`src/ira_pkg.sv`:
```
`timescale 1ns / 1ps
`default_nettype none
// ----------------------------------------------------------------------------
// ira_pkg
// Shared widths, codes, stage control record and format bound functions for
// the intensity remap and convert pipeline.
// ----------------------------------------------------------------------------
package ira_pkg;

	localparam int PIX_W = 33;   // input pixel, signed
	localparam int VAL_W = 32;   // result value, signed
	localparam int D_W   = 34;   // divisor (source span)
	localparam int M_W   = 32;   // multiplier (format max or interval span)
	localparam int HALF_W = 17;  // split of the 34-bit magnitude for the multiplier
	localparam int PP_W  = HALF_W + M_W;
	localparam int P_W   = D_W + M_W;  // full product
	localparam int Q_W   = 34;   // quotient bits produced by the divider
	localparam int FL_W  = 38;   // floor result plus interval offset, signed
	localparam int IDX_W = 3;
	localparam int CFG_W = 33;

	// remap modes
	localparam logic [2:0] MODE_FULL     = 3'd0;
	localparam logic [2:0] MODE_INTERVAL = 3'd1;
	localparam logic [2:0] MODE_WINDOW   = 3'd2;
	localparam logic [2:0] MODE_MULT     = 3'd3;
	localparam logic [2:0] MODE_CONV     = 3'd4;

	// output formats
	localparam logic [2:0] FMT_S8  = 3'd0;
	localparam logic [2:0] FMT_U8  = 3'd1;
	localparam logic [2:0] FMT_S16 = 3'd2;
	localparam logic [2:0] FMT_U16 = 3'd3;
	localparam logic [2:0] FMT_S32 = 3'd4;
	localparam logic [2:0] FMT_U32 = 3'd5;

	// status codes
	localparam logic [1:0] ST_OK  = 2'd0;
	localparam logic [1:0] ST_SAT = 2'd1;
	localparam logic [1:0] ST_BAD = 2'd2;

	// register indexes
	localparam logic [IDX_W-1:0] REG_MODE     = 3'd0;
	localparam logic [IDX_W-1:0] REG_FMT      = 3'd1;
	localparam logic [IDX_W-1:0] REG_SRC_LOW  = 3'd2;
	localparam logic [IDX_W-1:0] REG_SRC_HIGH = 3'd3;
	localparam logic [IDX_W-1:0] REG_DST_LOW  = 3'd4;
	localparam logic [IDX_W-1:0] REG_DST_HIGH = 3'd5;

	// per-item control that travels with the data
	typedef struct packed {
		logic                    bad;        // invalid configuration
		logic                    early;      // result known without division
		logic signed [PIX_W-1:0] early_val;
		logic                    neg;        // dividend negative
		logic                    away;       // round half away from zero
		logic [2:0]              fmt;
		logic signed [VAL_W-1:0] add_a;      // interval offset
		logic [D_W-1:0]          d;
	} ctl_t;

	function automatic logic signed [VAL_W-1:0] fmt_max(input logic [2:0] f);
		case (f)
			FMT_S8:  fmt_max = 32'sd127;
			FMT_U8:  fmt_max = 32'sd255;
			FMT_S16: fmt_max = 32'sd32767;
			FMT_U16: fmt_max = 32'sd65535;
			default: fmt_max = 32'sd2147483647;
		endcase
	endfunction

	function automatic logic signed [VAL_W-1:0] fmt_min(input logic [2:0] f);
		case (f)
			FMT_S8:  fmt_min = -32'sd128;
			FMT_S16: fmt_min = -32'sd32768;
			FMT_S32: fmt_min = -32'sd2147483647;
			default: fmt_min = 32'sd0;
		endcase
	endfunction

endpackage
`default_nettype wire

```
`src/ira_front.sv`:
```
`timescale 1ns / 1ps
`default_nettype none
// ----------------------------------------------------------------------------
// ira_front
// Decodes the mode, forms dividend magnitude, multiplier and divisor, then
// builds the full product from two partial products over three stages.
// ----------------------------------------------------------------------------
module ira_front import ira_pkg::*; (
	input  wire logic                    clk,
	input  wire logic                    arst_n,
	input  wire logic                    adv,
	input  wire logic                    in_valid,
	input  wire logic signed [PIX_W-1:0] pixel,
	input  wire logic [2:0]              mode,
	input  wire logic [2:0]              fmt,
	input  wire logic signed [PIX_W-1:0] src_low,
	input  wire logic signed [PIX_W-1:0] src_high,
	input  wire logic signed [VAL_W-1:0] dst_low,
	input  wire logic signed [VAL_W-1:0] dst_high,
	output logic                         valid_s3,
	output logic [P_W-1:0]               prod_s3,
	output logic                         big_s3,
	output ctl_t                         ctl_s3
);

	logic signed [D_W-1:0]   x;
	logic signed [D_W-1:0]   span;
	logic signed [VAL_W:0]   dspan;
	logic [M_W-1:0]          m;
	logic                    fsgn;
	ctl_t                    ctl;

	logic                    valid_s1, valid_s2;
	logic [D_W-1:0]          ax_s1;
	logic [M_W-1:0]          m_s1;
	ctl_t                    ctl_s1, ctl_s2;
	logic [PP_W-1:0]         pplo_s2, pphi_s2;
	logic [P_W-1:0]          prod;

	// decode mode and set up the division
	always_comb begin
		span  = D_W'(src_high) - D_W'(src_low);
		dspan = (VAL_W+1)'(dst_high) - (VAL_W+1)'(dst_low);
		fsgn  = (fmt == FMT_S8) || (fmt == FMT_S16) || (fmt == FMT_S32);
		x     = D_W'(pixel) - D_W'(src_low);
		m     = M_W'(fmt_max(fmt));
		ctl.bad       = 1'b0;
		ctl.early     = 1'b0;
		ctl.early_val = pixel;
		ctl.away      = 1'b0;
		ctl.fmt       = fmt;
		ctl.add_a     = '0;
		ctl.d         = D_W'(span);
		if (fmt > FMT_U32 || mode > MODE_CONV) begin
			ctl.bad = 1'b1;
		end else begin
			case (mode)
				MODE_FULL: begin
					ctl.bad = !(src_low < src_high);
				end
				MODE_INTERVAL: begin
					ctl.bad   = !(src_low < src_high) || !(dst_low < dst_high);
					m         = dspan[M_W-1:0];
					ctl.add_a = dst_low;
					ctl.away  = fsgn;
				end
				MODE_WINDOW: begin
					ctl.bad  = !(src_low < src_high);
					ctl.away = fsgn;
					if (pixel <= src_low) begin
						ctl.early     = 1'b1;
						ctl.early_val = '0;
					end else if (pixel >= src_high) begin
						ctl.early     = 1'b1;
						ctl.early_val = PIX_W'(fmt_max(fmt));
					end
				end
				MODE_MULT: begin
					ctl.bad = (src_high <= 0);
					x       = D_W'(pixel);
					ctl.d   = D_W'(src_high);
				end
				default: begin
					ctl.early = 1'b1;
				end
			endcase
		end
		if (ctl.bad) begin
			ctl.d = D_W'(1);
		end
		ctl.neg = x[D_W-1];
	end

	// combine partial products; quotients too large to matter are flagged when the sum is registered
	always_comb begin
		prod = P_W'(pplo_s2) + (P_W'(pphi_s2) << HALF_W);
	end

	// advance all three stages together
	always_ff @(posedge clk or negedge arst_n) begin
		if (!arst_n) begin
			valid_s1 <= 1'b0;
			valid_s2 <= 1'b0;
			valid_s3 <= 1'b0;
		end else if (adv) begin
			valid_s1 <= in_valid;
			valid_s2 <= valid_s1;
			valid_s3 <= valid_s2;
		end
	end

	always_ff @(posedge clk) begin
		if (adv) begin
			ax_s1   <= x[D_W-1] ? D_W'(-x) : D_W'(x);
			m_s1    <= m;
			ctl_s1  <= ctl;
			pplo_s2 <= PP_W'(ax_s1[HALF_W-1:0]) * PP_W'(m_s1);
			pphi_s2 <= PP_W'(ax_s1[D_W-1:HALF_W]) * PP_W'(m_s1);
			ctl_s2  <= ctl_s1;
			prod_s3 <= prod;
			big_s3  <= (D_W'(prod[P_W-1:D_W]) >= ctl_s2.d);
			ctl_s3  <= ctl_s2;
		end
	end

endmodule
`default_nettype wire

```
`config.mk`:
```
export PLATFORM = sky130hd
export DESIGN_NAME = ira_front
export DESIGN_NICKNAME = d
export VERILOG_FILES = /design/src/ira_pkg.sv /design/src/ira_front.sv
export SDC_FILE = /design/constraint.sdc
export NUM_CORES = 2
export LEC_CHECK = 0
export BUFFER_PORTS_ARGS = -buffer_cell sky130_fd_sc_hd__buf_2
export CAP_MARGIN = 25
export CORE_UTILIZATION = 29
export DETAILED_ROUTE_END_ITERATION = 10
export GPL_TIMING_DRIVEN = 0
export PLACE_DENSITY = 0.42
export SYNTH_ARGS = -nofsm -noshare
export SYNTH_HDL_FRONTEND = slang
export SYNTH_SLANG_ARGS = --single-unit
```
`constraint.sdc`:
```
create_clock -name clk -period 9.1 [get_ports clk]
set_input_delay 1.82 -clock clk [delete_from_list [all_inputs] [get_ports clk]]
set_output_delay 1.82 -clock clk [all_outputs]
set_load 0.01 [all_outputs]
```
==> impl_metrics.prom <==
# TYPE chip_impl_metric gauge
chip_impl_metric{name="ctsLongestPathBuffers",unit=""} 3
chip_impl_metric{name="post_synth_num_cell_types",unit=""} 93
chip_impl_metric{name="antenna_found_initial",unit=""} 17
chip_impl_metric{name="placement.setup.worst_slack",unit="ps"} 218.0
chip_impl_metric{name="crit_path_max_fanout",unit=""} 10
chip_impl_metric{name="layout-drive-gt1-share",unit="%"} 7.628
chip_impl_info{name="crit_chain",value="clkbuf_1 -> nand2_1 -> fa_1 -> fa_1 -> fa_1 -> fa_1 -> inv_1 -> fa_1 -> inv_1 -> fa_1 -> inv_1 -> ha_1 -> and3_1 -> and3_1 -> a41o_1 -> a31oi_1 -> a211o_1 -> a31oi_1 -> a2111oi_1 -> clkdlybuf4s18_2 -> o21ai_0 -> xnor2_1"} 1
chip_impl_info{name="min_path_type",value="register to register"} 1
chip_impl_metric{name="via_count",unit=""} 46610
chip_impl_metric{name="skew",unit="ps"} 71.62
chip_impl_metric{name="post_synthesis_mean_instance_area",unit="um2"} 9.838
chip_impl_info{name="synthFlopType",value="sky130_fd_sc_hd__edfxtp_1"} 1
chip_impl_metric{name="critPathArrivalTime",unit="ps"} 9330
chip_impl_metric{name="routed_via_density",unit=""} 4.797
chip_impl_metric{name="fmax",unit="GHz"} 0.1124
chip_impl_metric{name="max_cap_viol_count",unit=""} 0
chip_impl_metric{name="postSynthCellCount",unit=""} 6379
chip_impl_info{name="path_delay_family",value="adder cells"} 1
chip_impl_metric{name="syn2layout_area_growth",unit="%"} 12.78
chip_impl_metric{name="max_slew.worst_pin.slew",unit="ps"} 1125
chip_impl_metric{name="grt.total_usage",unit="%"} 20.93
chip_impl_metric{name="hold_viol",unit=""} 0
chip_impl_metric{name="layout_worst_path_cycle_share",unit="%"} 97.81
chip_impl_metric{name="drt_first_iter_violations",unit=""} 2873
chip_impl_metric{name="cts_buffers",unit=""} 72
chip_impl_metric{name="cp_slowest_stage_delay",unit="ps"} 820
chip_impl_info{name="critPathMostFrequentCell",value="sky130_fd_sc_hd__fa_1"} 1
chip_impl_metric{name="final_max_slew_viol_count",unit=""} 0
chip_impl_metric{name="cts.repair_timing.setup_buffer_count",unit=""} 0
chip_impl_metric{name="post_route_standard_cell_area_excluding_fillers",unit="um2"} 70780
chip_impl_metric{name="postRouteWirelength",unit="um"} 225300
chip_impl_metric{name="synth_nets",unit=""} 7897
chip_impl_metric{name="routed_wire_length_per_instance",unit="um"} 23.19
chip_impl_metric{name="setup.reg_to_reg.worst_slack",unit="ps"} 200
chip_impl_metric{name="drt_pass1_iterations",unit=""} 6
chip_impl_metric{name="max_h_tree_level",unit=""} 3
chip_impl_metric{name="remaining_drc_errors",unit=""} 0
chip_impl_metric{name="ys_ff_latch",unit=""} 552
chip_impl_metric{name="crit_required",unit="ps"} 9530
chip_impl_metric{name="cts.reportedPaths.clkPinSlew",unit="ps"} 60
chip_impl_metric{name="overflow",unit=""} 0
chip_impl_info{name="cp-end-kind",value="register"} 1
chip_impl_metric{name="ys_seq_area_share",unit="%"} 26.39
chip_impl_metric{name="yosysWarnings",unit=""} 0
chip_impl_metric{name="instance_area_at_placement",unit="um2"} 68290
chip_impl_metric{name="grt_pass1_wl",unit="um"} 332500
chip_impl_metric{name="numPortBuffers",unit=""} 346
chip_impl_info{name="grt_setup_unrepaired",value="no"} 1
chip_impl_info{name="clock_tree.root_cell",value="sky130_fd_sc_hd__clkbuf_16"} 1
chip_impl_metric{name="die_height",unit="um"} 467.2
chip_impl_metric{name="min_period",unit="ps"} 8900
chip_impl_metric{name="vias_in_the_first_global_route",unit=""} 49280
chip_impl_metric{name="synth_edf_count",unit=""} 549
chip_impl_metric{name="rows",unit=""} 170
chip_impl_metric{name="maximum_number_of_pins_on_one_net_before_global_route_repair",unit=""} 117
chip_impl_metric{name="placeableCoreArea",unit="um2"} 214800
chip_impl_metric{name="final_critical_path_setup_slack",unit="ps"} 199.6
chip_impl_info{name="outcome",value="completed"} 1
chip_impl_metric{name="ys_async_sr_fraction",unit="%"} 0.5435
chip_impl_metric{name="num_io_pins",unit=""} 347
chip_impl_metric{name="detail-route-antenna-nets",unit=""} 0
chip_impl_info{name="critPathSlowestCell",value="sky130_fd_sc_hd__edfxtp_1"} 1
chip_impl_metric{name="holdBufCountCts",unit=""} 0
chip_impl_metric{name="die_area",unit="um2"} 218300
chip_impl_metric{name="clock_network_latency_to_the_later_pin_of_the_worst_skew_pair",unit="ps"} 750
chip_impl_metric{name="cts.sinks",unit=""} 552
chip_impl_info{name="cts_tree",value="yes"} 1
chip_impl_info{name="setup.worst_path.class",value="register to register"} 1
chip_impl_info{name="critical_path_startpoint_category",value="register"} 1
chip_impl_metric{name="finalSetupViolations",unit=""} 0
chip_impl_metric{name="timing.critical_path.buf_inv",unit=""} 5
chip_impl_metric{name="final_nets",unit=""} 8331
chip_impl_metric{name="netlist_area",unit="um2"} 62760
chip_impl_metric{name="floorplan.initialDensity",unit="%"} 29.21
chip_impl_metric{name="die-width",unit="um"} 467.2
chip_impl_metric{name="maxSlewHeadroom",unit="%"} 25.02
chip_impl_metric{name="routabilityCongestion",unit=""} 0.9197
chip_impl_metric{name="detailed_place_hpwl",unit="um"} 186500
## final cells by class
class                      count  area (um2)
multi-input combinational   4295       40450
inverter                    1270        4767
fill                       22470      144100
antenna                        9       22.52
sequential                   552       16560
tap                         2838        3551
buffer                       262        1013
clock buffer                  83        1843
timing repair buffer         360        1968
clock inverter                47       609.3
## per-layer routing
| metal | routed length [um] | track usage, % | up-vias |
|---|---|---|---|
| li1 | - | - | 21240 |
| met3 | 10900 | 2.693 | 283 |
| met2 | 106800 | 35.21 | 1256 |
| met4 | 7752 | 6.758 | 12 |
| met5 | 76 | 0 | - |
| met1 | 99830 | 27.73 | 23820 |
## flip-flops by register name, indices dropped and copies added, names as in the netlist
| register | cells |
|---|---|
| pphi_s2 | 49 |
| big_s3 | 1 |
| prod_s3 | 66 |
| valid_s1 | 1 |
| ax_s1 | 34 |
| ctl_s3 | 106 |
| ctl_s1 | 106 |
| ctl_s2 | 106 |
| pplo_s2 | 49 |
| valid_s3 | 1 |
| m_s1 | 32 |
| valid_s2 | 1 |
## logic make-up (layout without fill, tap and decap cells)
logic type               Yosys count  count (layout)  share of synthesized area [%]
other                              0               9                              0
adder cells (fa/ha/maj)         1345            1345                          37.61
buffers and inverters           1532            2022                          9.189
AO/OA/AOI/OAI                    867             867                          9.153
flip-flops                       552             552                          26.39
multiplexers                      23              23                         0.3728
AND/OR/NAND/NOR                 1847            1847                          14.32
XOR/XNOR                         213             213                          2.973
## through the flow
stage               setup TNS (ps)  cells  utilization (%)  hold WS [ps]
global route                     0   9708            32.94         383.3
finish                           0   9716            32.95         380.5
detailed placement               0   9577            31.79         404.5
CTS                              0   9707            32.93         369.0
floorplan                        0   6379                -         400.3
global placement          -1570320   9563            31.67         400.5
## cells in the mapped netlist, drive strengths merged, types with 7 or more instances
cell	n	area, um2
o2111ai	8	70.07
a2111oi	8	115.1
o31ai	21	171.4
nor2b	33	206.5
a21boi	10	75.07
and4	10	87.58
a21oi	248	1252
a22o	10	87.58
buf	16	76.32
and2	452	2828
edfxtp	549	16490
or4	7	60.06
fa	902	18060
and3	42	262.8
a21o	124	930.9
nand4	54	359.1
mux2i	20	200.2
o211ai	27	202.7
ha	443	5543
a221oi	8	76.32
nor3	47	251.5
xnor2	139	1217
or3	9	56.30
a211oi	25	192.7
o21bai	41	307.8
o41ai	9	78.83
o31a	8	70.07
clkbuf	246	923.4
a311oi	11	96.34
nor2	204	765.7
a221o	9	90.09
o21ai	152	760.7
a31oi	32	215.2
nand3	57	290.3
nor3b	12	90.09
inv	1270	4767
or2	13	81.33
nand2b	37	231.5
a31o	7	61.31
nand2	835	3142
nor4	16	106.4
o21a	64	480.5
xor2	74	648.1
## layout by cell type, fill, tap and decap left out, types with 41 or more instances in the layout
cell type and count:
sky130_fd_sc_hd__nor3_1 45, sky130_fd_sc_hd__nand4_1 52, sky130_fd_sc_hd__a21oi_1 245, sky130_fd_sc_hd__inv_1 1269, sky130_fd_sc_hd__nor2_1 204, sky130_fd_sc_hd__nand3_1 56
sky130_fd_sc_hd__clkbuf_16 72, sky130_fd_sc_hd__clkbuf_1 250, sky130_fd_sc_hd__xor2_1 74, sky130_fd_sc_hd__xnor2_1 139, sky130_fd_sc_hd__o21bai_1 41, sky130_fd_sc_hd__and3_1 42
sky130_fd_sc_hd__a21o_1 124, sky130_fd_sc_hd__fa_1 902, sky130_fd_sc_hd__edfxtp_1 549, sky130_fd_sc_hd__o21a_1 64, sky130_fd_sc_hd__nand2_1 834, sky130_fd_sc_hd__and2_1 452
sky130_fd_sc_hd__o21ai_0 137, sky130_fd_sc_hd__ha_1 443, sky130_fd_sc_hd__buf_2 353
## path summary, 6_finish.rpt
kind,start,end,depth (start not counted)
min reg2reg,pplo_s2[12],prod_s3[12],0
min in group asynchronous,arst_n,valid_s3,1
max,m_s1[10],pplo_s2[39],22
max reg2reg,m_s1[10],pplo_s2[39],22
max in group asynchronous,arst_n,valid_s1,1
min,pplo_s2[12],prod_s3[12],0
## worst register-to-register path, stage by stage, from the launching register on
cell and delay, ps:
sky130_fd_sc_hd__edfxtp_1 820, sky130_fd_sc_hd__clkbuf_1 590, sky130_fd_sc_hd__nand2_1 170, sky130_fd_sc_hd__fa_1 540, sky130_fd_sc_hd__fa_1 600, sky130_fd_sc_hd__fa_1 460
sky130_fd_sc_hd__fa_1 560, sky130_fd_sc_hd__inv_1 60, sky130_fd_sc_hd__fa_1 470, sky130_fd_sc_hd__inv_1 50, sky130_fd_sc_hd__fa_1 470, sky130_fd_sc_hd__inv_1 40
sky130_fd_sc_hd__ha_1 320, sky130_fd_sc_hd__and3_1 250, sky130_fd_sc_hd__and3_1 200, sky130_fd_sc_hd__a41o_1 230, sky130_fd_sc_hd__a31oi_1 480, sky130_fd_sc_hd__a211o_1 460
sky130_fd_sc_hd__a31oi_1 220, sky130_fd_sc_hd__a2111oi_1 560, sky130_fd_sc_hd__clkdlybuf4s18_2 340, sky130_fd_sc_hd__o21ai_0 120, sky130_fd_sc_hd__xnor2_1 590
## what timing repair did
| item | CTS | global route |
|---|---|---|
| endpoints found under the hold margin | 0 | 0 |
| endpoints found under the setup margin | 0 | 4 |
| gates resized for setup | 0 | 16 |
Power is left out: the tool's default activity adds up to more than one toggle a clock period on the data nets, which glitch-free logic cannot reach.
